`src/assert_macros.svh`:
```
// Assertion helpers shared by the RTL files.
`ifndef ASSERT_MACROS_SVH
`define ASSERT_MACROS_SVH

// Consequent must hold in the same cycle as the antecedent.
`define WTA_ASSERT_IMP(lbl, clk, rstn, ante, cons) \
  lbl: assert property (@(posedge clk) disable iff (!(rstn)) (ante) |-> (cons)) \
    else $error("implication check failed");

// Condition must never be true outside reset.
`define WTA_ASSERT_NEVER(lbl, clk, rstn, cond) \
  lbl: assert property (@(posedge clk) disable iff (!(rstn)) !(cond)) \
    else $error("forbidden condition seen");

`endif

```
`src/wta_pkg.sv`:
```
package wta_pkg;

  localparam int X_W      = 32;          // sample abscissa
  localparam int Y_W      = 24;          // sample ordinate, signed
  localparam int HW_W     = 31;          // window half width
  localparam int CFG_W    = 32;          // widest configuration register
  localparam int CFG_IDX_W = 1;
  localparam int E_W      = X_W + 2;     // window edges, signed
  localparam int DX_W     = E_W + 1;     // trapezoid width, signed
  localparam int SY_W     = Y_W + 1;     // edge ordinate / ordinate difference
  localparam int SS_W     = SY_W + 1;    // sum of two ordinates
  localparam int QUO_W    = Y_W;         // interpolation quotient
  localparam int PROD_W   = X_W + QUO_W; // interpolation product
  localparam int CNT_W    = $clog2(QUO_W);
  localparam int TERM_W   = DX_W + SS_W;
  localparam int AREA_W   = 64;
  localparam int STATUS_W = 3;

  localparam int Q_DEPTH  = 4;
  localparam int Q_PTR_W  = $clog2(Q_DEPTH);
  localparam int Q_CNT_W  = $clog2(Q_DEPTH + 1);

  localparam logic [CFG_IDX_W-1:0] CFG_IDX_CENTER = 1'b0;
  localparam logic [CFG_IDX_W-1:0] CFG_IDX_HALF   = 1'b1;

  localparam logic [STATUS_W-1:0] ST_OK        = 3'd0;
  localparam logic [STATUS_W-1:0] ST_LEFT_FAIL = 3'd1;
  localparam logic [STATUS_W-1:0] ST_RIGHT_FAIL = 3'd2;
  localparam logic [STATUS_W-1:0] ST_TOO_FEW   = 3'd3;
  localparam logic [STATUS_W-1:0] ST_SATURATED = 3'd4;

  // One unit of work handed from the front to the back.
  typedef struct packed {
    logic                enter;   // interpolate the left edge and restart the sum
    logic                add;     // add the trapezoid up to this sample
    logic                close;   // interpolate the right edge, add, report
    logic                fail;    // report a failure status with a zero area
    logic [STATUS_W-1:0] status;
    logic                hw_zero;
    logic [E_W-1:0]      left;
    logic [E_W-1:0]      right;
    logic [X_W-1:0]      prev_x;
    logic [Y_W-1:0]      prev_y;
    logic [X_W-1:0]      x;
    logic [Y_W-1:0]      y;
  } wta_cmd_t;

endpackage

```
`src/wta_front.sv`:
```
`include "assert_macros.svh"

module wta_front import wta_pkg::*; (
  input  logic                   clk,
  input  logic                   rst_n,
  input  logic                   cfg_we,
  input  logic [CFG_IDX_W-1:0]   cfg_index,
  input  logic [CFG_W-1:0]       cfg_data,
  input  logic                   in_valid,
  output logic                   in_ready,
  input  logic [X_W-1:0]         in_sample_x,
  input  logic signed [Y_W-1:0]  in_sample_y,
  input  logic                   in_last_sample,
  output logic                   cmd_valid,
  input  logic                   cmd_ready,
  output wta_cmd_t               cmd
);

  typedef enum logic [3:0] {
    PH_BEFORE = 4'b0001,
    PH_INSIDE = 4'b0010,
    PH_LFAIL  = 4'b0100,
    PH_DONE   = 4'b1000
  } wta_phase_t;

  logic [X_W-1:0]   center_r;
  logic [HW_W-1:0]  half_r;
  wta_phase_t       phase_r, phase_nxt;
  logic             have_prev_r, have_prev_nxt;
  logic [X_W-1:0]   prev_x_r;
  logic [Y_W-1:0]   prev_y_r;

  logic signed [E_W-1:0] left, right, xs;
  logic             accept, ge_left, enter, to_lfail, in_win, add, close, fail;
  logic [STATUS_W-1:0] fail_status;

  always_ff @(posedge clk) begin
    if (!rst_n) begin
      center_r <= '0;
      half_r   <= HW_W'(1);
    end else if (cfg_we) begin
      unique case (cfg_index)
        CFG_IDX_CENTER: center_r <= cfg_data[X_W-1:0];
        CFG_IDX_HALF:   half_r   <= cfg_data[HW_W-1:0];
        default: ;
      endcase
    end
  end

  assign left  = $signed(E_W'(center_r)) - $signed(E_W'(half_r));
  assign right = $signed(E_W'(center_r)) + $signed(E_W'(half_r));
  assign xs    = $signed(E_W'(in_sample_x));

  // Window bookkeeping is compares only: full rate while the queue has room.
  assign ge_left  = (xs >= left);
  assign enter    = (phase_r == PH_BEFORE) && ge_left && have_prev_r;
  assign to_lfail = (phase_r == PH_BEFORE) && ge_left && !have_prev_r;
  assign in_win   = (phase_r == PH_INSIDE) || enter;
  assign add      = in_win && (xs < right);
  assign close    = in_win && !(xs < right);

  always_comb begin
    phase_nxt = phase_r;
    if (close) begin
      phase_nxt = PH_DONE;
    end else if (enter) begin
      phase_nxt = PH_INSIDE;
    end else if (to_lfail) begin
      phase_nxt = PH_LFAIL;
    end
  end

  assign fail = in_last_sample && !close && (phase_nxt != PH_DONE);

  always_comb begin
    if (!have_prev_r) begin
      fail_status = ST_TOO_FEW;
    end else if (phase_nxt == PH_LFAIL) begin
      fail_status = ST_LEFT_FAIL;
    end else begin
      fail_status = ST_RIGHT_FAIL;
    end
  end

  assign in_ready  = cmd_ready;
  assign accept    = in_valid && in_ready;
  assign cmd_valid = in_valid && (enter || add || close || fail);

  assign cmd.enter   = enter;
  assign cmd.add     = add;
  assign cmd.close   = close;
  assign cmd.fail    = fail;
  assign cmd.status  = fail_status;
  assign cmd.hw_zero = (half_r == '0);
  assign cmd.left    = left;
  assign cmd.right   = right;
  assign cmd.prev_x  = prev_x_r;
  assign cmd.prev_y  = prev_y_r;
  assign cmd.x       = in_sample_x;
  assign cmd.y       = in_sample_y;

  // The last sample of a trace puts the trace state back to its idle values.
  assign have_prev_nxt = !in_last_sample;

  always_ff @(posedge clk) begin
    if (!rst_n) begin
      phase_r     <= PH_BEFORE;
      have_prev_r <= 1'b0;
    end else if (accept) begin
      phase_r     <= in_last_sample ? PH_BEFORE : phase_nxt;
      have_prev_r <= have_prev_nxt;
    end
  end

  always_ff @(posedge clk) begin
    if (accept) begin
      prev_x_r <= in_sample_x;
      prev_y_r <= in_sample_y;
    end
  end

  `WTA_ASSERT_IMP(a_front_inside_has_prev, clk, rst_n, phase_r == PH_INSIDE, have_prev_r)

endmodule

```
`config.mk`:
```
export PLATFORM = sky130hd
export DESIGN_NAME = wta_front
export DESIGN_NICKNAME = d
export VERILOG_FILES = /design/src/wta_pkg.sv /design/src/wta_front.sv
export VERILOG_INCLUDE_DIRS = /design/src /design/src/src
export SDC_FILE = /design/constraint.sdc
export NUM_CORES = 1
export LEC_CHECK = 0
export ABC_CLOCK_PERIOD_IN_PS = 5710
export BUFFER_PORTS_ARGS = -buffer_cell sky130_fd_sc_hd__buf_2
export CORE_MARGIN = 2
export CORE_UTILIZATION = 40
export DETAILED_ROUTE_END_ITERATION = 16
export PLACE_DENSITY = 0.74
export REMOVE_ABC_BUFFERS = 1
export SYNTH_ARGS = -nofsm -noshare
export SYNTH_HDL_FRONTEND = slang
export SYNTH_SLANG_ARGS = --single-unit
```
`constraint.sdc`:
```
create_clock -name clk -period 5.71 [get_ports clk]
set_input_delay 1.4275 -clock clk [delete_from_list [all_inputs] [get_ports clk]]
set_output_delay 1.4275 -clock clk [all_outputs]
set_load 0.05 [all_outputs]
```
==> results.cfg, run 1 <==
[min_path]
holdPathEnd = center_r[0]$_SDFFE_PN0P_
worst_hold_path_type = register to register
min-delay-start = center_r[0]$_SDFFE_PN0P_
hold_depth = 2

[sta]
fin_crit_sh_pct = 115
tightest_slew_ns = 1.12
hold_viol = 0
rsz0062_at_grt = true
setup_viol = 5
maxSlewViolCount = 0
hold_slack_ns = 0.495
fin_skew_ns = 0.00661
max_freq_mhz = 152
max_slew_margin_pct = 25.1
min_period_ns = 6.58
finalSetupTns_ns = -3.84
worst_slack_ns = -0.875

[power]
p_per_area_nw_per_um2 = 298
finalPower_w = 0.00417
p_leak_nw = 6.59
ir_worst_vdd_mv = 0.187

[yosys]
synthTopCellsByArea = edfxtp_1, ha_1, dfxtp_1
syn_inst = 1156
synth_cell_types = 74
yosysWarnings = 0
synth_edf_count = 56
synth_area_per_cell_sq_um = 8.54
synth.largest_area_cell = edfxtp_1
synth-seq-cells = 124
async_flop_share_pct = 0
netlist.area_leader.share_pct = 17.0
syn-cell-area_sq_um = 9870
synth-seq-area-share_pct = 30.8
synthFlopType = dfxtp_1

[critical_path]
crit_path_start = half_r[4]$_SDFFE_PN0P_
criticalPathCategory = register to primary output
crit_chain = inv_2 -> ha_4 -> or4_4 -> o21ai_4 -> a221oi_2 -> a211o_1 -> buf_6 -> a211o_1 -> a21oi_2 -> xnor2_2 -> inv_2 -> ha_4 -> nand2_1 -> or3_4 -> nor3_2 -> o21ai_1 -> a21oi_1 -> nor3_2 -> a311oi_2 -> buf_4 -> and2_4 -> nor2_4 -> buf_8
slowest_delay_ns = 0.55
r2r_slack_ns = 0.99
r2r_start = half_r[4]$_SDFFE_PN0P_
worstPathRequired_ns = 4.28
r2r_end = phase_r[1]$_SDFFE_PN0P_
reg2regPathDepth = 22
worst_path_max_delay_cell = or4_4
crit_fanout = 3
cp-end-kind = primary output
startpoint_type = register
arrival_ns = 5.16

[cts]
cts_sinks = 124
h-tree-depth = 4
cts-buffers-inserted = 17
cts_root_buf = clkbuf_16
cts_tree = built
hold_buffers = 0
worst_skew_pair.late_latency_ns = 0.42
clk_pin_slew_ns = 0.06
cts_buffer_depth = 2

[floorplanning]
io_pins = 285
initial_core_util_pct = 40.7
fp.dieW_microns = 161
dieArea_sq_um = 26000
die_height_microns = 161
core_sq_um = 24200
row_count = 57

[global_route]
grt_pass1_wl_microns = 49000
track_usage_pct = 23.6
grt_max_degree = 64
overflow = 0
antenna_found_initial = 1
grt_pass1_vias = 9449

[cells_and_area]
nFillCells = 2071
syn2layout_area_growth_pct = 41.7
drive_above_1_share_pct = 41.1
diodes = 0
stdcell_area_sq_um = 14000
fin_nets = 1803

[routing]
wl_microns = 32300
viasPerCell = 5.10
routed-via-count = 9790
drc = 0
drt_first_iter_violations = 713
drtPass1Iterations = 6
antenna_left = 0
post_drt_wl_per_cell_microns = 16.8

[run]
drv_cap = 0

[outcome]
status = complete, but fails checks
violations = negative setup slack

[placement]
port_buffers = 282
hpwl_microns = 24900
placed_area_sq_um = 12500
gp_congestion = 0.949
registers in the layout, summed over array words and instances, names as in the netlist:
| name | cells |
|---|---|
| prev_y_r | 24 |
| prev_x_r | 32 |
| half_r | 31 |
| have_prev_r | 1 |
| phase_r | 4 |
| center_r | 32 |
synth_stat cells (3+ instances only):
| cell | count |
|---|---|
| a311oi_1 | 4 |
| nor2_1 | 62 |
| buf_4 | 66 |
| o21ai_0 | 33 |
| and2_1 | 7 |
| a21o_1 | 16 |
| ha_1 | 125 |
| or2_2 | 3 |
| a21boi_0 | 64 |
| clkbuf_1 | 34 |
| xnor2_1 | 59 |
| buf_2 | 9 |
| o31ai_1 | 6 |
| nor3_1 | 17 |
| nand4_1 | 13 |
| nor3b_1 | 3 |
| and3_1 | 5 |
| nor4_1 | 11 |
| nand2_1 | 149 |
| dfxtp_1 | 68 |
| a31oi_1 | 6 |
| nor2b_1 | 13 |
| xor2_1 | 6 |
| o21a_1 | 4 |
| or3_1 | 6 |
| a21oi_2 | 4 |
| inv_1 | 119 |
| a211o_1 | 5 |
| nand2b_1 | 11 |
| nor4_2 | 4 |
| o21bai_1 | 17 |
| a21oi_1 | 71 |
| o31ai_2 | 4 |
| edfxtp_1 | 56 |
| o41ai_1 | 3 |
| nand3_1 | 14 |
| a211oi_1 | 7 |
| o211ai_1 | 7 |
repair_timing:
action | 4_1_cts | 5_1_grt
gates resized for setup | 53 | 71
setup endpoints to repair | 5 | 6
pin swaps | 23 | 37
buffers inserted | 20 | 13
per-layer routing:
metal / vias up / global-route usage (%) / part of all wire [%]
li1: 4768 / - / -
met1: 4548 / 30.7 / 43
met2: 385 / 39.1 / 47
met3: 87 / 2.72 / 5.6
met4: 2 / 11.5 / 4.6
met5: - / 0 / 0.034
critical path: cells and delay by family, from the launching register on:
family	cells	cell delay (ns)
compound gates	8	1.77
simple gates	7	1.41
buf+inv	5	0.63
fa+ha+maj	2	0.42
flops	1	0.35
xor+xnor	1	0.16
metrics by stage:
step / cells / worst slack (ns) / util (%)
2_1_floorplan: 1047 / -1.31 / -
3_3_place_gp: 1856 / -0.361 / 51.8
3_5_place_dp: 1856 / -0.507 / 51.8
4_1_cts: 1907 / -0.660 / 56.1
5_1_grt: 1918 / -1.07 / 57.7
6_report: 1918 / -0.875 / 57.7
worst max-delay path by stage:
stage | endpoint | depth (start not counted) | slack, ns
final | cmd[184] | 23 | -0.87
after global routing | cmd[184] | 26 | -1.07
after CTS | cmd_valid | 21 | -0.66
after detailed placement | cmd_valid | 22 | -0.51
after global placement | cmd_valid | 22 | -0.36
after floorplan | cmd[184] | 21 | -1.31
cell type report:
cell class,instances,area [sq um],share of cell area (%)
multi-input cells,802,6180,44.1
clock buffers,18,429,3.07
well taps,324,405,2.90
clock inverters,14,219,1.56
flip-flops and latches,124,3060,21.9
inverters,121,454,3.25
repair buffers,515,3240,23.2
logic make-up after synthesis:
logic type                 synth area share [%]
muxes                                     0.203
adders and majority gates                  16.2
DFF                                        30.8
buffers and inverters                      11.4
xor gates and xnor gates                   5.77
other                                    0.0380
and+or+nand+nor                            15.5
AOI/OAI and AO/OA                          20.1
report_power, final:
part | total (W) | internal, W | switching (W)
sequential | 0.00101 | 0.000982 | 0.0000296
combinational | 0.00196 | 0.000711 | 0.00125
clock | 0.00120 | 0.000776 | 0.000420
total | 0.00417 | 0.00247 | 0.00170
cells in the final DEF (no fill, tap or decap), drive strengths merged, types with 7 or more instances in the layout:
cell,synthesis,final
a211oi,8,8
a21boi,66,66
a21o,16,16
a21oi,75,75
a31oi,7,7
and2,7,7
buf,76,515
clkbuf,34,18
dfxtp,68,68
edfxtp,56,56
ha,125,125
inv,121,122
nand2,149,149
nand2b,11,11
nand3,14,14
nand4,13,13
nor2,62,62
nor2b,14,14
nor3,18,18
nor4,15,15
o211ai,7,7
o21ai,36,36
o21bai,17,17
o31ai,10,10
xnor2,59,59
(Power assumes the default switching activity.)
==> run 2: changes to the inputs <==
--- a/config.mk
+++ b/config.mk
@@ -8,6 +8,7 @@
 export LEC_CHECK = 0
 export ABC_CLOCK_PERIOD_IN_PS = 5710
 export BUFFER_PORTS_ARGS = -buffer_cell sky130_fd_sc_hd__buf_2
+export CORE_ASPECT_RATIO = 0.6
 export CORE_MARGIN = 2
 export CORE_UTILIZATION = 40
 export DETAILED_ROUTE_END_ITERATION = 16
==> run 2 against run 1 <==
- the flow still finishes with violations (negative setup slack)
- cell count down 0.16%
- combinational power about the same
- worst hold slack better by 0.0012 ns
- via count down 0.21%
- first-iteration DRC count up 2.2%
- count of clock-buffer cells in the layout up 4
- final area down 0.90%
- largest cell class unchanged
- largest power group unchanged
==> results.cfg, run 2 (synthesized netlist as in run 1, its figures left out) <==
[critical_path]
arrival_ns = 5.02
r2r_slack_ns = 1.08
startpoint_type = register
crit_path_start = half_r[1]$_SDFFE_PN0P_
cp-end-kind = primary output
crit_fanout = 3
worstPathRequired_ns = 4.28
r2r_end = phase_r[1]$_SDFFE_PN0P_
crit_end = cmd[184]
reg2regPathDepth = 23
criticalPathCategory = register to primary output
r2r_start = half_r[1]$_SDFFE_PN0P_

[sta]
min_period_ns = 6.44
hold_viol = 0
rsz0062_at_grt = true
max_slew_margin_pct = 23.7
hold_slack_ns = 0.497
fin_crit_sh_pct = 113
setup_viol = 5
tightest_slew_ns = 1.14
worst_slack_ns = -0.733
maxSlewViolCount = 0
max_freq_mhz = 155
fin_skew_ns = 0.00645

[cells_and_area]
nFillCells = 2117
most-common-layout-cells = buf_2, buf_4, nand2_1
syn2layout_area_growth_pct = 40.4
largestRegisters = center_r (32), prev_x_r (32), half_r (31)
drive_above_1_share_pct = 40.7
layout_commonest_cell = buf_2
stdcell_area_sq_um = 13900
fin_util_pct = 57.2
fin_nets = 1800

[cts]
cts-buffers-inserted = 17
cts_root_buf = clkbuf_16
cts_tree = built
clk_pin_slew_ns = 0.06
worst_skew_pair.late_latency_ns = 0.44
cts_buffer_depth = 2
h-tree-depth = 4
cts_sinks = 124

[global_route]
overflow = 0
grt_max_degree = 48
grt_pass1_wl_microns = 50100
track_usage_pct = 25.0
grt_pass1_vias = 9196
antenna_found_initial = 6

[routing]
antenna_left = 0
drtPass1Iterations = 5
viasPerCell = 5.10
drt_first_iter_violations = 729
post_drt_wl_per_cell_microns = 17.7
drc = 0
wl_microns = 33800
routed-via-count = 9769

[placement]
post-place-ws_ns = -0.551
hpwl_microns = 27200
port_buffers = 282
placed_area_sq_um = 12700
gp_congestion = 0.948

[floorplanning]
fp.dieW_microns = 207
initial_core_util_pct = 40.8
dieArea_sq_um = 26000
core_sq_um = 24200
io_pins = 285
die_height_microns = 126
row_count = 44

[min_path]
worst_hold_path_type = register to register

[run]
drv_cap = 0

[outcome]
violations = negative setup slack
status = complete, but fails checks

[power]
p_per_area_nw_per_um2 = 288
ir_worst_vdd_mv = 0.199
p_leak_nw = 6.54
-- run 2: cell types whose count changed in the layout (fill, tap and decap cells not counted), moves of 4 or more --
| cell | previous run | this run |
|---|---|---|
| buf_4 | 223 | 227 |
| buf_6 | 14 | 7 |
| bufinv_16 | 5 | 1 |
| dfxtp_1 | 53 | 61 |
| dfxtp_2 | 14 | 7 |
| ha_2 | 2 | 6 |
| ha_4 | 15 | 9 |
-- run 2: per-layer routing --
layer | global-route usage [%] | vias to the layer above | wire length, microns
li1 | - | 4768 | -
met1 | 36.6 | 4531 | 16100
met2 | 35.2 | 403 | 13900
met3 | 6.19 | 61 | 2900
met4 | 9.35 | 6 | 941
met5 | 0 | - | 40
-- run 2: worst min path at each step --
stage | start | to | slack [ns] | cells past startpoint
floorplan | center_r[0]$_SDFFE_PN0P_ | center_r[0]$_SDFFE_PN0P_ | 0.46 | 2
global placement | center_r[27]$_SDFFE_PN0P_ | center_r[27]$_SDFFE_PN0P_ | 0.48 | 2
detailed placement | center_r[29]$_SDFFE_PN0P_ | center_r[29]$_SDFFE_PN0P_ | 0.49 | 2
CTS | center_r[29]$_SDFFE_PN0P_ | center_r[29]$_SDFFE_PN0P_ | 0.50 | 2
global route | center_r[1]$_SDFFE_PN0P_ | center_r[1]$_SDFFE_PN0P_ | 0.52 | 2
finish | center_r[0]$_SDFFE_PN0P_ | center_r[0]$_SDFFE_PN0P_ | 0.50 | 2
-- run 2: timing repair --
action                     4_1_cts  5_1_grt
gates resized for setup         59       51
pin swaps                       28       39
hold buffers                     0        0
setup buffers                    7        7
setup endpoints to repair        5        5
-- run 2: critical path: stages, from the launching register on --
cell      delay [ns]
dfxtp_2         0.34
inv_2           0.05
ha_4            0.21
nor2b_4         0.12
o31a_1          0.34
o21ai_4         0.21
a221oi_4        0.09
a211o_1         0.34
buf_6           0.14
a211o_1         0.33
a21oi_2         0.20
xnor2_2         0.15
inv_2           0.07
ha_4            0.28
nand2_2         0.05
or3_4           0.37
nor3_2          0.16
o21ai_1         0.08
a21oi_1         0.15
nor3_2          0.09
a311oi_4        0.37
and2_4          0.22
nor2_1          0.06
buf_6           0.17
-- run 2: stage by stage --
step	TNS [ns]	total power, W	cells
3_5_place_dp	-1.99	0.00282	1870
4_1_cts	-3.26	0.00392	1906
5_1_grt	-4.19	0.00417	1913
3_3_place_gp	-1.66	0.00279	1870
2_1_floorplan	-5.56	0.00211	1047
6_report	-3.45	0.00399	1915
-- run 2: cell type report --
type | instances | area, sq um | share of cell area [%]
multi-input combinational | 802 | 6200 | 44.7
timing repair buffer | 512 | 3180 | 23.0
sequential | 124 | 3050 | 22.0
clock buffer | 22 | 483 | 3.48
inverter | 121 | 454 | 3.28
tap | 322 | 403 | 2.91
clock inverter | 10 | 87.6 | 0.632
antenna | 2 | 5.00 | 0.0361
-- run 2: where the power goes --
group          internal [W]  leakage (nW)  switching [W]
Sequential         0.000982          1.08      0.0000277
Clock              0.000642         0.286       0.000398
Combinational      0.000682          5.17        0.00126
Total               0.00231          6.54        0.00168
