===== config.mk =====
export PLATFORM = sky130hd
export DESIGN_NAME = wta_queue
export DESIGN_NICKNAME = d
export VERILOG_FILES = /design/src/wta_pkg.sv /design/src/wta_queue.sv
export VERILOG_INCLUDE_DIRS = /design/src /design/src/src
export SDC_FILE = /design/constraint.sdc
export NUM_CORES = 1
export LEC_CHECK = 0
export BUFFER_PORTS_ARGS = -buffer_cell sky130_fd_sc_hd__buf_2
export CAP_MARGIN = 5
export CELL_PAD_IN_SITES_DETAIL_PLACEMENT = 1
export CELL_PAD_IN_SITES_GLOBAL_PLACEMENT = 1
export CORE_MARGIN = 2
export CORE_UTILIZATION = 50
export DETAILED_ROUTE_END_ITERATION = 8
export GPL_TIMING_DRIVEN = 1
export PLACE_DENSITY_LB_ADDON = 0.1
export SKIP_LAST_GASP = 1
export SLEW_MARGIN = 20
export SYNTH_ARGS = -nofsm -noshare
export SYNTH_HDL_FRONTEND = slang
export SYNTH_SLANG_ARGS = --single-unit

===== constraint.sdc =====
create_clock -name clk -period 6.2 [get_ports clk]
set_input_delay 0.62 -clock clk [delete_from_list [all_inputs] [get_ports clk]]
set_output_delay 0.62 -clock clk [all_outputs]
set_load 0.02 [all_outputs]

===== src/assert_macros.svh =====
// Assertion helpers shared by the RTL files.
`ifndef ASSERT_MACROS_SVH
`define ASSERT_MACROS_SVH

// Consequent must hold in the same cycle as the antecedent.
`define WTA_ASSERT_IMP(lbl, clk, rstn, ante, cons) \
  lbl: assert property (@(posedge clk) disable iff (!(rstn)) (ante) |-> (cons)) \
    else $error("implication check failed");

// Condition must never be true outside reset.
`define WTA_ASSERT_NEVER(lbl, clk, rstn, cond) \
  lbl: assert property (@(posedge clk) disable iff (!(rstn)) !(cond)) \
    else $error("forbidden condition seen");

`endif


===== src/wta_pkg.sv =====
package wta_pkg;

  localparam int X_W      = 32;          // sample abscissa
  localparam int Y_W      = 24;          // sample ordinate, signed
  localparam int HW_W     = 31;          // window half width
  localparam int CFG_W    = 32;          // widest configuration register
  localparam int CFG_IDX_W = 1;
  localparam int E_W      = X_W + 2;     // window edges, signed
  localparam int DX_W     = E_W + 1;     // trapezoid width, signed
  localparam int SY_W     = Y_W + 1;     // edge ordinate / ordinate difference
  localparam int SS_W     = SY_W + 1;    // sum of two ordinates
  localparam int QUO_W    = Y_W;         // interpolation quotient
  localparam int PROD_W   = X_W + QUO_W; // interpolation product
  localparam int CNT_W    = $clog2(QUO_W);
  localparam int TERM_W   = DX_W + SS_W;
  localparam int AREA_W   = 64;
  localparam int STATUS_W = 3;

  localparam int Q_DEPTH  = 4;
  localparam int Q_PTR_W  = $clog2(Q_DEPTH);
  localparam int Q_CNT_W  = $clog2(Q_DEPTH + 1);

  localparam logic [CFG_IDX_W-1:0] CFG_IDX_CENTER = 1'b0;
  localparam logic [CFG_IDX_W-1:0] CFG_IDX_HALF   = 1'b1;

  localparam logic [STATUS_W-1:0] ST_OK        = 3'd0;
  localparam logic [STATUS_W-1:0] ST_LEFT_FAIL = 3'd1;
  localparam logic [STATUS_W-1:0] ST_RIGHT_FAIL = 3'd2;
  localparam logic [STATUS_W-1:0] ST_TOO_FEW   = 3'd3;
  localparam logic [STATUS_W-1:0] ST_SATURATED = 3'd4;

  // One unit of work handed from the front to the back.
  typedef struct packed {
    logic                enter;   // interpolate the left edge and restart the sum
    logic                add;     // add the trapezoid up to this sample
    logic                close;   // interpolate the right edge, add, report
    logic                fail;    // report a failure status with a zero area
    logic [STATUS_W-1:0] status;
    logic                hw_zero;
    logic [E_W-1:0]      left;
    logic [E_W-1:0]      right;
    logic [X_W-1:0]      prev_x;
    logic [Y_W-1:0]      prev_y;
    logic [X_W-1:0]      x;
    logic [Y_W-1:0]      y;
  } wta_cmd_t;

endpackage


===== src/wta_queue.sv =====
`include "assert_macros.svh"

module wta_queue import wta_pkg::*; (
  input  logic     clk,
  input  logic     rst_n,
  input  logic     push_valid,
  output logic     push_ready,
  input  wta_cmd_t push_data,
  output logic     pop_valid,
  input  logic     pop_ready,
  output wta_cmd_t pop_data
);

  wta_cmd_t             mem_r [Q_DEPTH];
  logic [Q_PTR_W-1:0]   wr_ptr_r, wr_ptr_nxt;
  logic [Q_PTR_W-1:0]   rd_ptr_r, rd_ptr_nxt;
  logic [Q_CNT_W-1:0]   count_r, count_nxt;
  logic                 do_push, do_pop;

  assign push_ready = (count_r != Q_CNT_W'(Q_DEPTH));
  assign pop_valid  = (count_r != '0);
  assign pop_data   = mem_r[rd_ptr_r];
  assign do_push    = push_valid && push_ready;
  assign do_pop     = pop_valid && pop_ready;

  always_comb begin
    wr_ptr_nxt = wr_ptr_r;
    rd_ptr_nxt = rd_ptr_r;
    count_nxt  = count_r;
    if (do_push) begin
      wr_ptr_nxt = (wr_ptr_r == Q_PTR_W'(Q_DEPTH - 1)) ? '0 : wr_ptr_r + 1'b1;
    end
    if (do_pop) begin
      rd_ptr_nxt = (rd_ptr_r == Q_PTR_W'(Q_DEPTH - 1)) ? '0 : rd_ptr_r + 1'b1;
    end
    if (do_push && !do_pop) begin
      count_nxt = count_r + 1'b1;
    end else if (do_pop && !do_push) begin
      count_nxt = count_r - 1'b1;
    end
  end

  always_ff @(posedge clk) begin
    if (!rst_n) begin
      wr_ptr_r <= '0;
      rd_ptr_r <= '0;
      count_r  <= '0;
    end else begin
      wr_ptr_r <= wr_ptr_nxt;
      rd_ptr_r <= rd_ptr_nxt;
      count_r  <= count_nxt;
    end
  end

  always_ff @(posedge clk) begin
    if (do_push) begin
      mem_r[wr_ptr_r] <= push_data;
    end
  end

  `WTA_ASSERT_NEVER(a_q_count_bound, clk, rst_n, count_r > Q_CNT_W'(Q_DEPTH))

endmodule


==> flow_results.org, run 1 <==
** Place
- Routability-driven placement finished with a final weighted congestion of 0.710.
- HPWL after detailed placement :: 34300 µm
- # port buffers :: 381

** Routing
- For this block, the via count after detailed routing is 12400.
- Dividing the detail-routed via count by the number of cells gives 5.54.
- The count of nets left with antenna violations once routing finished came out at 0.
- For this run, design rule violations remaining after detail routing come to 0.
- Number of DRC markers after the initial detailed-route iteration :: 687
- Summed over all layers, the routed wires come to 57000 µm.
- Post-detailed-route wirelength per cell :: 25.5 µm
- For this run, the detailed router's first-pass iteration total came to 4.

** Logic synthesis
- Adder-cell share of the synthesized area :: 0.00345
- The Yosys step of the flow raised 0 warnings.
- Complex-gate fraction of the synthesized area :: 0.00127
- Number of flops mapped to enable cells by yosys :: 752
- The number of nets in the synthesized netlist is 1232.
- Fraction of the mapped netlist area in simple logic gates :: 0.00399
- After synthesis the cells add up to 0.0276 mm².
- Number of synthesized register bits :: 761
- By area, the combinational part of the netlist is dominated by multiplexers.
- The average instance in the mapped netlist occupies 26.7 µm².
- The most used flip-flop cell after synthesis is sky130_fd_sc_hd__edfxtp_1.
- Counting every instance in the synthesized netlist gives 1033.
- After synthesis, the share of flip-flops with an asynchronous set or reset is 0.
- Synthesis instantiated 26 different standard cells from the library.
- Xor/xnor cell area share of the yosys netlist :: 0.000635
- Sequential area share after synthesis :: 0.825
- After synthesis, the share of cell area in mux cells is 0.154.

** Setup path
- The slowest stage of the critical path is the sky130_fd_sc_hd__dfxtp_4 cell.
- The critical path ends at pop_data[55].
- Cell-by-cell trace of the critical path :: buf_4 -> mux4_2 -> buf_2
- Worst stage delay on the critical path :: 950 ps
- Data arrival at the endpoint of the critical path :: 2920 ps
- The endpoint identified for the worst register-to-register timing path is mem_r[0][111].
- Register-to-Register Path Depth :: 3
- The worst setup path is launched from a flip-flop.
- The critical path is of the reg2out type.
- CP Max Fanout :: 59
- For the worst setup path, the data required time is 5580 ps.
- The worst setup path is captured at an output port.
- The worst register-to-register path begins at count_r[1].
- The worst register-to-register path has a setup slack of 3620 ps.

** Die
- In this run the count of I/O pins placed on the die edge is 382.
- Chip height :: 239 µm
- The core region is 0.0549 mm².
- The floorplan has 86 rows.
- Die Footprint :: 0.0571 mm²
- For this configuration, the core starts out at a cell density of 0.503.
- Die outline width :: 239 µm

** Clock network
- CTS resizes :: 0
- Number of hold buffers added after cts :: 0
- Clock transition at the register clock pins on the worst setup and hold paths after CTS :: 60 ps
- Source-to-sink clock delay at the later pin of the worst-skew pair :: 600 ps
- TritonCTS buffer count :: 78
- Root Driver :: sky130_fd_sc_hd__clkbuf_16
- Clock tree sinks :: 761
- Post-CTS timing repair inserted 0 buffers for setup.
- Htree depth :: 3
- Longest Clk Path Bufs :: 3
- TritonCTS built the clock tree.

** Timing
- Unrepaired setup endpoints after global routing :: false
- Adding up every negative setup slack in the final design gives 0 ps.
- Final number of setup-violating endpoints :: 0
- Slew at the pin closest to its max-slew limit :: 1010 ps
- Maximum operating frequency :: 283 MHz
- For the final database, setup skew stands at 12.9 ps.
- Max Slew Vio Count :: 0
- Share of the cycle needed by the critical path after routing :: 0.570
- Worst slew margin relative to its limit :: 0.327
- Fin. Hold Viols :: 0
- Final worst path period need :: 3540 ps

** Finish
- Syn-to-layout area delta :: 18.8%
- After the last flow step, the layout net total stands at 1662.
- Share of final-layout standard cells stronger than drive strength 1 :: 0.456
- The library cell used most frequently in the layout, excluding fill and tap cells, is sky130_fd_sc_hd__edfxtp_1.
- Layout fillers :: 4576
- Commonest cells after routing, fill and taps aside :: sky130_fd_sc_hd__edfxtp_1 (752), sky130_fd_sc_hd__buf_2 (381), sky130_fd_sc_hd__mux4_2 (188)

** Power and ir drop
- Across the VDD grid, the largest voltage drop is 314 µV.
- The internal power of the cells totals 0.0101 W.
- In this run the power spent charging and discharging nets is 0.00395 W.
- Of the total power, combinational logic draws 0.222.
- Of the total power, registers draw 0.457.
- Leak pwr :: 10.9 nW
- The share of total power dissipated in the clock network is 0.321.
- Switching Share :: 0.281
- PwrDens :: 428 mW/mm²
- Overall power after layout :: 0.0140 W

** Global route
- Across every metal layer, demand over resource in global routing totals 0.202.
- Antenna violations before repair :: 17
- The via count of the first global-routing pass came to 13300.
- Largest net degree at the start of global routing :: 126
- Global-route wire length before repair :: 84200 µm
- The total overflow left after global routing is 0.

** Hold path
- The min-delay analysis places its worst path in the category in2reg.

** Run
- Max-cap violations in this run came to 0.

** Outcome
- Result of the run :: finished, final reports clean
[critical path, delay by kind of cell, from the launching register on]
family | cells | cell delay, ps
multiplexers | 1 | 410
buffers and inverters | 2 | 870
flip-flops | 1 | 950
[cell families (layout without fill, tap and decap cells)]
family / after synthesis / count (layout)
and+or+nand+nor: 20 / 20
other: 0 / 5
buffers and inverters: 47 / 539
muxes: 190 / 190
adders and majority gates: 7 / 7
xor gates and xnor gates: 2 / 2
DFF: 761 / 761
AOI/OAI and AO/OA: 6 / 6
[stage by stage]
stage               hold WS (ps)  instances  setup slack, ps   util  instance area [µm²]
floorplan                    468       1033              520      -                27600
CTS                          180       2229             2570  0.597                32800
finish                       218       2234             2660  0.597                32800
global placement             489       2087             3210  0.552                30300
global route                 191       2230             2490  0.597                32800
detailed placement           499       2087             3230  0.552                30300
[synth_stat cells (2+ instances only)]
| cell | n | share of area |
|---|---|---|
| sky130_fd_sc_hd__and3_1 | 4 | 0.00091 |
| sky130_fd_sc_hd__ha_1 | 6 | 0.0027 |
| sky130_fd_sc_hd__buf_2 | 20 | 0.0036 |
| sky130_fd_sc_hd__or3_1 | 2 | 0.00045 |
| sky130_fd_sc_hd__edfxtp_1 | 752 | 0.82 |
| sky130_fd_sc_hd__mux2i_1 | 2 | 0.00073 |
| sky130_fd_sc_hd__nand2_1 | 5 | 0.00068 |
| sky130_fd_sc_hd__nand3_1 | 2 | 0.00036 |
| sky130_fd_sc_hd__o21ai_0 | 4 | 0.00073 |
| sky130_fd_sc_hd__buf_6 | 15 | 0.0061 |
| sky130_fd_sc_hd__nor2_1 | 2 | 0.00027 |
| sky130_fd_sc_hd__clkbuf_1 | 8 | 0.0011 |
| sky130_fd_sc_hd__mux4_2 | 188 | 0.15 |
| sky130_fd_sc_hd__inv_1 | 3 | 0.00041 |
| sky130_fd_sc_hd__dfxtp_1 | 9 | 0.0065 |
[routing by layer]
metal,up-vias,track usage,wire [µm]
li1,5362,-,-
met5,-,0,153
met1,6530,0.258,22200
met2,349,0.326,28600
met3,106,0.0769,4730
met4,22,0.0564,1270
[worst min-delay path by stage]
stage / from / end / slack, ps / depth (start not counted)
finish: push_data[45] / mem_r[3][45] / 220 / 1
global route: push_data[45] / mem_r[3][45] / 190 / 1
CTS: push_data[41] / mem_r[3][41] / 180 / 1
detailed placement: wr_ptr_r[1] / wr_ptr_r[1] / 500 / 2
global placement: wr_ptr_r[1] / wr_ptr_r[1] / 490 / 2
floorplan: wr_ptr_r[1] / wr_ptr_r[1] / 470 / 2
[power by group through the flow]
| stage | combinational, W | clock [W] | sequential, W |
|---|---|---|---|
| 2_1_floorplan | 0.00220 | 0 | 0.00652 |
| 3_3_place_gp | 0.00318 | 0 | 0.00650 |
| 3_5_place_dp | 0.00319 | 0 | 0.00653 |
| 4_1_cts | 0.00321 | 0.00463 | 0.00642 |
| 5_1_grt | 0.00334 | 0.00480 | 0.00646 |
| 6_report | 0.00312 | 0.00451 | 0.00641 |
[cell type report]
| cell class | count | area, µm² | area share |
|---|---|---|---|
| diodes | 5 | 12.5 | 0.000382 |
| clock buffers | 96 | 2020 | 0.0616 |
| clock inverters | 46 | 458 | 0.0140 |
| inverters | 3 | 11.3 | 0.000344 |
| multi-input cells | 225 | 4530 | 0.138 |
| flip-flops and latches | 761 | 22800 | 0.695 |
| well taps | 704 | 881 | 0.0269 |
| repair buffers | 394 | 2090 | 0.0638 |
[registers in the layout, summed over array words and instances, names as in the netlist, named ones only]
name,flops
count_r,3
wr_ptr_r,2
mem_r,752
rd_ptr_r,2
No activity file was read; power rests on OpenSTA's default activity.
==> run 2: changes to the inputs <==
ABC_AREA = 1   (was unset)
CORE_UTILIZATION = 43   (was 50)
clock period = 3.1 ns   (was 6.2 ns; I/O delays follow)
==> run 2 against run 1 <==
Highest routed layer unchanged. Synthesized cell count up 83%. Global-route usage up 1.5 points. Largest power group unchanged. Core utilization down 4.8 points. Clock power up 100%. Sequential share of layout area down 5.4 points. Critical path type unchanged.
==> flow_results.org, run 2 <==
** Outcome
- The run finished with clean final reports.

** Finish
- The number of nets in the layout was 2649 (+59%).
- Largest registers ranked by flip-flop count :: mem_r (752), count_r (3)
- Non-Filler Cell Area, Final :: 0.0356 mm² (+8.5%)
- The flip-flop count of the largest register after layout came to 752 (unchanged).
- Layout fillers :: 6410 (+40%)
- The area growth from synthesis to layout is 25.8%.
- The share of cells above drive strength 1 came to 0.211 (-0.245).
- More flip-flops sit in one register than any other, and that register is mem_r.
- Commonest non-fill, non-tap cell in the layout :: sky130_fd_sc_hd__edfxtp_1
- The final cell count without fillers came to 3373 (+51%).
- Commonest cells after routing, fill and taps aside :: sky130_fd_sc_hd__edfxtp_1 (752), sky130_fd_sc_hd__nor2_1 (388), sky130_fd_sc_hd__buf_2 (381)

** Setup path
- By startpoint and endpoint, the worst setup path is classified as reg2out.
- Critical Path RT :: 2790 ps (-2790 ps)
- For this design, the slowest cell found on the critical path is sky130_fd_sc_hd__dfxtp_4.
- Worst stage delay on the critical path :: 520 ps (-430 ps)
- The register-to-register setup slack was 1090 ps (-2530 ps).
- Cell-by-cell trace of the critical path :: inv_6 -> buf_12 -> o21ai_0 -> o22ai_1 -> buf_2
- CP Max Fanout :: 85 (+44%)
- Launching element type of the critical path :: flip-flop
- Sort of element at the end of the critical path :: output port
- The arrival time at the worst endpoint came to 2430 ps (-490 ps).

** Clock network
- The total clock buffers created by CTS was 81 (+3.8%).
- TritonCTS built the clock tree.
- The H-tree depth reported by CTS was 3 (unchanged).
- Post CTS Setup Buffer Count :: 0 (unchanged)
- Clock transition at the register clock pins on the worst setup and hold paths after CTS :: 60 ps (about the same)
- Longest Clk Path Bufs :: 3 (unchanged)
- The clock latency reported for the late side of the worst-skew pair is 620 ps (+20 ps).
- Root Driver :: sky130_fd_sc_hd__clkbuf_16
- The CTS sink count came to 761 (unchanged).

** Logic synthesis
- Number of flops mapped to enable cells by yosys :: 752 (unchanged)
- The sequential element share of the synthesized area was 0.805 (-0.0197).
- The fraction of registers with async set/reset was 0 (unchanged).
- Synthesized Nets :: 2087 (+69%)
- The synthesized instance count came to 1888 (+83%).
- Yosys instantiated no cell more often than sky130_fd_sc_hd__edfxtp_1.
- Mapped cell area :: 0.0283 mm² (+2.4%)
- The flip-flop and latch count after synthesis came to 761 (unchanged).
- Yosys warning count :: 0 (unchanged)
- In the synthesized netlist, the cells that appear most often are sky130_fd_sc_hd__edfxtp_1 (752), sky130_fd_sc_hd__nor2_1 (393), sky130_fd_sc_hd__o21ai_0 (334).
- The most used flip-flop cell after synthesis is sky130_fd_sc_hd__edfxtp_1.
- Cell accounting for the most synthesized area :: sky130_fd_sc_hd__edfxtp_1
- Count of cell types in the netlist :: 21 (-19%)
- The per-instance average area after synthesis was 15.0 µm² (-44%).
- The share of the synthesized area in the top cell type was 0.799 (-0.0196).
- Cell types occupying the most area after synthesis :: sky130_fd_sc_hd__edfxtp_1 (80%), sky130_fd_sc_hd__o21ai_0 (5.9%), sky130_fd_sc_hd__nor2_1 (5.2%)

** Timing
- The final hold violation count came to 0 (unchanged).
- Clock skew :: 28.8 ps (+15.9 ps)
- Setup repair after global routing left no endpoint under its margin.
- Maximum operating frequency :: 364 MHz
- Share of the cycle needed by the critical path after routing :: 0.885
- The worst-case headroom to the max-slew limit is 0.406 (+0.0786).
- Slew at the pin closest to its max-slew limit :: 892 ps (-118 ps)
- The final max-slew violation count is 0 (unchanged).
- Final number of setup-violating endpoints :: 0 (unchanged)
- Final worst path period need :: 2740 ps

** Global route
- Overflow left after global routing :: 0 (unchanged)
- Gr usage total :: 0.217 (+0.0149)
- The via count of the first global-routing pass is 19400 (+46%).
- Global-route wire length before repair :: 112000 µm (+33%)
- The initial antenna violation count came to 9 (-8).
- Largest net degree at the start of global routing :: 177 (+40%)

** Place
- The post-detailed-placement cell area is 0.0312 mm² (+2.9%).
- # port buffers :: 381 (unchanged)
- The weighted congestion reported at the end of routability-driven placement was 0.739 (+4.1%).
- The placed wire-length estimate after detailed placement is 41400 µm (+21%).
- Placed Instances :: 3033 (+45%)

** Power and ir drop
- PwrDens :: 877 mW/mm² (+100%)
- Peak supply drop :: 699 µV (+120%)
- The leakage power came to 12.4 nW (+14%).

** Routing
- Total iterations of the first detailed-routing run :: 5 (+1)
- The count of unresolved DRC violations after routing came to 0 (unchanged).
- Post-detailed-route wirelength per cell :: 22.0 µm (-14%)
- Detailed-route wire length :: 74300 µm (+30%)
- The count of routing violations after the opening detailed-route iteration came to 1172 (+71%).
- The post-detailed-route via-to-cell ratio was 5.35 (-3.4%).
- Via total after detailed routing :: 18000 (+46%)
- DRT antenna net count :: 0 (unchanged)

** Die
- I/O pins :: 382 (unchanged)
- The floorplan row count is 93 (+8.1%).
- Chip height :: 260 µm (+9.0%)
- Die outline width :: 260 µm (+9.0%)
- CORE AREA :: 0.0647 mm² (+18%)
- Initial Util :: 0.437 (-0.0659)
- Die Footprint :: 0.0678 mm² (+19%)

** Hold path
- Worst hold-check path type :: in2reg

** Run
- Max cap viols :: 0 (unchanged)
## run 2: metrics by stage
step	util	total power, W	hold slack [ps]	setup TNS, ps	setup WS [ps]
after floorplan	-	0.0186	409	-606480	-820
after global placement	0.482	0.0220	483	0	1010
after detailed placement	0.482	0.0222	493	0	971
after CTS	0.549	0.0315	32.9	0	286
after global routing	0.549	0.0326	65.3	0	165
final	0.550	0.0312	73.9	0	355
## run 2: path summary, 6_finish.rpt
check	startpoint	endpoint	cells after the start
min reg2reg	count_r[0]	count_r[0]	2
max reg2reg	count_r[1]	count_r[2]	12
max	flip-flop	pop_data[82]	5
min	push_valid	wr_ptr_r[1]	4
## run 2: metal layers
metal	wire, µm	share of wire	track usage
met1	31400	0.42	0.274
met2	36600	0.49	0.367
met3	4030	0.054	0.0526
met4	2220	0.030	0.0752
met5	55	0.00074	0
## run 2: layout make-up
type	instances	area, µm²	share of cell area
diodes	7	17.5	0.000493
clock buffers	104	2180	0.0612
clock inverters	40	297	0.00834
inverters	17	81.3	0.00229
multi-input cells	986	4770	0.134
flip-flops and latches	761	22800	0.641
well taps	855	1070	0.0301
repair buffers	603	4370	0.123
## run 2: repair_timing
action / in CTS / in global routing
gates resized for setup: 0 / 0
hold buffers: 189 / 0
endpoints found under the hold margin: 755 / 0
## run 2: where the power goes
group	internal [W]	switching, W
registers	0.0125	0.000317
clock network	0.00528	0.00382
logic	0.00267	0.00657
total	0.0205	0.0107
## run 2: cells by family after synthesis
group / after synthesis / share of synthesized area
adder cells (fa/ha/maj): 7 / 0.00336
flip-flops: 761 / 0.805
AND/OR/NAND/NOR: 411 / 0.0548
buffers and inverters: 141 / 0.0276
AO/OA/AOI/OAI: 568 / 0.109
## run 2: critical path: cells and delay by family, from the launching register on
kind            cells  cell delay (ps)
buf+inv             3              670
compound gates      2              440
flops               1              520
==> run 3: changes to the inputs <==
ABC_AREA = unset   (was 1)
CORE_UTILIZATION = 45   (was 43)
MAX_ROUTING_LAYER = met4   (was unset)
==> run 3 against run 2 <==
Sequential share of layout area is 0.24 points higher. Global-route usage fell by 1.6 points. Critical path depth is 2 lower. Flip-flop and latch count unchanged. Routed wire length fell by 18%. Combinational power down 26%. Clock power is 1% higher. Sequential power barely moved. Worst hold slack got worse by 9.1 ps. Setup slack lost 97 ps. Cell area fell by 0.39%. Via count is 27% lower.
==> flow_results.org, run 3 (same netlist as run 1, synthesis figures left out) <==
** Finish
- The fill cell instance count of the final layout came to 5096 (-20%).
- Leaving out fill and tap cells, the most frequent cells in the layout are sky130_fd_sc_hd__edfxtp_1 (752), sky130_fd_sc_hd__buf_2 (381), sky130_fd_sc_hd__dlygate4sd3_1 (189).
- Number of nets in the finished design :: 1892 (-29%)
- Area used by multi-input combinational logic :: 0.00453 mm² (-4.9%)
- Largest registers ranked by flip-flop count :: mem_r (752), count_r (3)
- The flip-flop count of the largest register after layout came to 752 (unchanged).
- The area taken by flip-flops and latches was 0.0228 mm² (about the same).
- From synthesis to final layout, the design area changed by 28.4%.
- Final non-filler cell total :: 2544 (-25%)
- The final core utilization was 0.586 (+0.0361).
- Leaving out fill and tap cells, the most frequent cell in the layout is sky130_fd_sc_hd__edfxtp_1.
- mem_r holds more flip-flops than any other register.
- Share of final-layout standard cells stronger than drive strength 1 :: 0.420 (+0.209)

** Power and ir drop
- PwrDens :: 814 mW/mm² (-7.2%)
- Share of total power in the clock network :: 0.319 (+0.027)
- Switching Share :: 0.279 (-0.0649)
- The peak supply drop came to 517 µV (-26%).
- The share of power burned in combinational logic came to 0.237 (-0.059).
- Sequential group share of total power :: 0.444 (+0.032)
- Overall power after layout :: 0.0288 W (-7.6%)
- Leak pwr :: 12.0 nW (-3.6%)
- Sw Pwr :: 0.00803 W (-25%)
- The internal power contribution came to 0.0208 W (+1.5%).

** Timing
- The setup violation total in the final timing report is 0 (unchanged).
- Max Slew Vio Count :: 0 (unchanged)
- Crit path setup slack, layout :: 258 ps (-97.4 ps)
- The ratio of final minimum period to clock period is 0.917 (+0.0314).
- The post-route minimum period was 2840 ps (+97.4 ps).
- The maximum clock rate is 352 MHz (-3.4%).
- Slew at the pin closest to its max-slew limit :: 703 ps (-189 ps)
- The final hold violation count was 0 (unchanged).
- Clock skew :: 9.27 ps (-19.5 ps)
- Unrepaired setup endpoints after global routing :: false
- Worst slew margin relative to its limit :: 0.531 (+0.126)

** Outcome
- Result of the run :: finished, final reports clean

** Die
- The initial core utilization came to 0.456 (+0.0194).
- The core area was 0.0605 mm² (-6.5%).
- Die outline width :: 252 µm (-3.4%)
- The die height is 252 µm (-3.4%).
- The total die area came to 0.0633 mm² (-6.6%).
- Std-Cell Rows :: 90 (-3.2%)
- I/O pins :: 382 (unchanged)

** Setup path
- Critical Path RT :: 2790 ps (about the same)
- The worst setup path is of the reg2out kind.
- The arrival time at the worst endpoint is 2530 ps (+100 ps).
- In this run the critical register-to-register path is launched from count_r[0].
- The highest net fanout along the worst path came to 25 (-71%).
- Cell-by-cell trace of the critical path :: buf_4 -> mux4_2 -> buf_2
- The biggest cell delay along the critical path is 790 ps (+270 ps).
- CP max-delay cell :: sky130_fd_sc_hd__dfxtp_4
- Launching element type of the critical path :: flip-flop
- The worst setup path is captured at an output port.

** Clock network
- The clock latency reported for the late side of the worst-skew pair was 610 ps (about the same).
- The count of buffers added by post-CTS timing repair for setup is 0 (unchanged).
- The clock transition at the registers of the reported paths came to 60 ps (about the same).
- TritonCTS buffer count :: 79 (-2.5%)
- The CTS sink count was 761 (unchanged).
- TritonCTS clock tree :: done
- Number of hold buffers added after cts :: 189 (unchanged)
- CTS resizes :: 0 (unchanged)
- Longest Clk Path Bufs :: 3 (unchanged)
- Root Driver :: sky130_fd_sc_hd__clkbuf_16
- The H-tree depth reported by CTS was 3 (unchanged).

** Place
- The count of input and output buffers was 381 (unchanged).
- The placed wire-length estimate after detailed placement is 37300 µm (-9.8%).
- Final weighted congestion in routability-driven placement :: 0.744 (+0.66%)
- Worst slack at placement :: 800 ps (-170 ps)
- The number of cells after detailed placement came to 2205 (-27%).

** Hold path
- The path class of the tightest hold or removal check is in2reg.
- In this run the most critical hold path is launched from rst_n.

** Routing
- The total number of vias came to 13200 (-27%).
- The post-detailed-route via-to-cell ratio came to 5.19 (-2.9%).
- The count of unresolved DRC violations after routing was 0 (unchanged).
- Number of DRC markers after the initial detailed-route iteration :: 668 (-43%)
- Post-detailed-route wirelength per cell :: 23.8 µm (+8.1%)
- DRT antenna net count :: 0 (unchanged)
- Detailed-route wire length :: 60600 µm (-18%)
- The detailed-routing iteration count for the pre-antenna-repair pass is 5 (unchanged).

** Global route
- Global-route wire length before repair :: 91500 µm (-19%)
- The remaining global-route overflow came to 0 (unchanged).
- Gr usage total :: 0.201 (-0.0161)
- Number of global-route vias before repair :: 14700 (-24%)
- Antenna violations before repair :: 9 (unchanged)
- The largest net degree at the start of global routing is 64 (-64%).

** Run
- The max-capacitance violation count was 0 (unchanged).
## run 3: changes by cell type in the layout (fill, tap and decap cells not counted), sizes merged, moves of 3 or more
cell and delta:
buf +20, clkinv -5, inv -13, nor2 -391, o21ai -374, mux4 +188
and3 +4, o22ai -188, clkbuf -3, nand2 -10
## run 3: path summary, 6_finish.rpt
check | end | slack [ps] | depth (start not counted)
setup / recovery | pop_data[35] | 260 | 3
hold / removal | count_r[2] | 60 | 2
setup reg to reg | count_r[2] | 830 | 7
hold reg to reg | wr_ptr_r[0] | 520 | 2
## run 3: area by class of cell
cell class | count | share of cell area
diodes | 9 | 0.000636
inverters | 3 | 0.000318
clock inverters | 40 | 0.00986
multi-input cells | 225 | 0.128
well taps | 782 | 0.0276
repair buffers | 623 | 0.129
flip-flops and latches | 761 | 0.643
clock buffers | 101 | 0.0612
## run 3: per-layer routing
| metal | GRT usage | vias to the layer above | routed length [µm] |
|---|---|---|---|
| li1 | - | 5828 | - |
| met5 | - | - | 0 |
| met4 | 0.0685 | 0 | 1580 |
| met2 | 0.327 | 319 | 31200 |
| met3 | 0.0482 | 109 | 3560 |
| met1 | 0.249 | 6956 | 24300 |
## run 3: power by group through the flow
stage               Combinational (W)  Sequential [W]  Clock (W)
finish                        0.00683          0.0128    0.00920
global route                  0.00731          0.0129    0.00979
CTS                           0.00702          0.0128    0.00943
detailed placement            0.00678          0.0130          0
global placement              0.00679          0.0129          0
floorplan                     0.00441          0.0129          0
## run 3: critical path, delay by kind of cell, from the launching register on
kind / cells / cell delay [ps]
muxes: 1 / 550
DFF: 1 / 790
buffers and inverters: 2 / 570
## run 3: metrics by stage
step / area, µm² / hold WS (ps) / setup TNS, ps
6_report: 35400 / 64.8 / 0
5_1_grt: 35400 / 63.2 / 0
4_1_cts: 35400 / 31.5 / 0
3_5_place_dp: 31000 / 511 / 0
3_3_place_gp: 31000 / 494 / 0
2_1_floorplan: 27600 / 409 / -311250
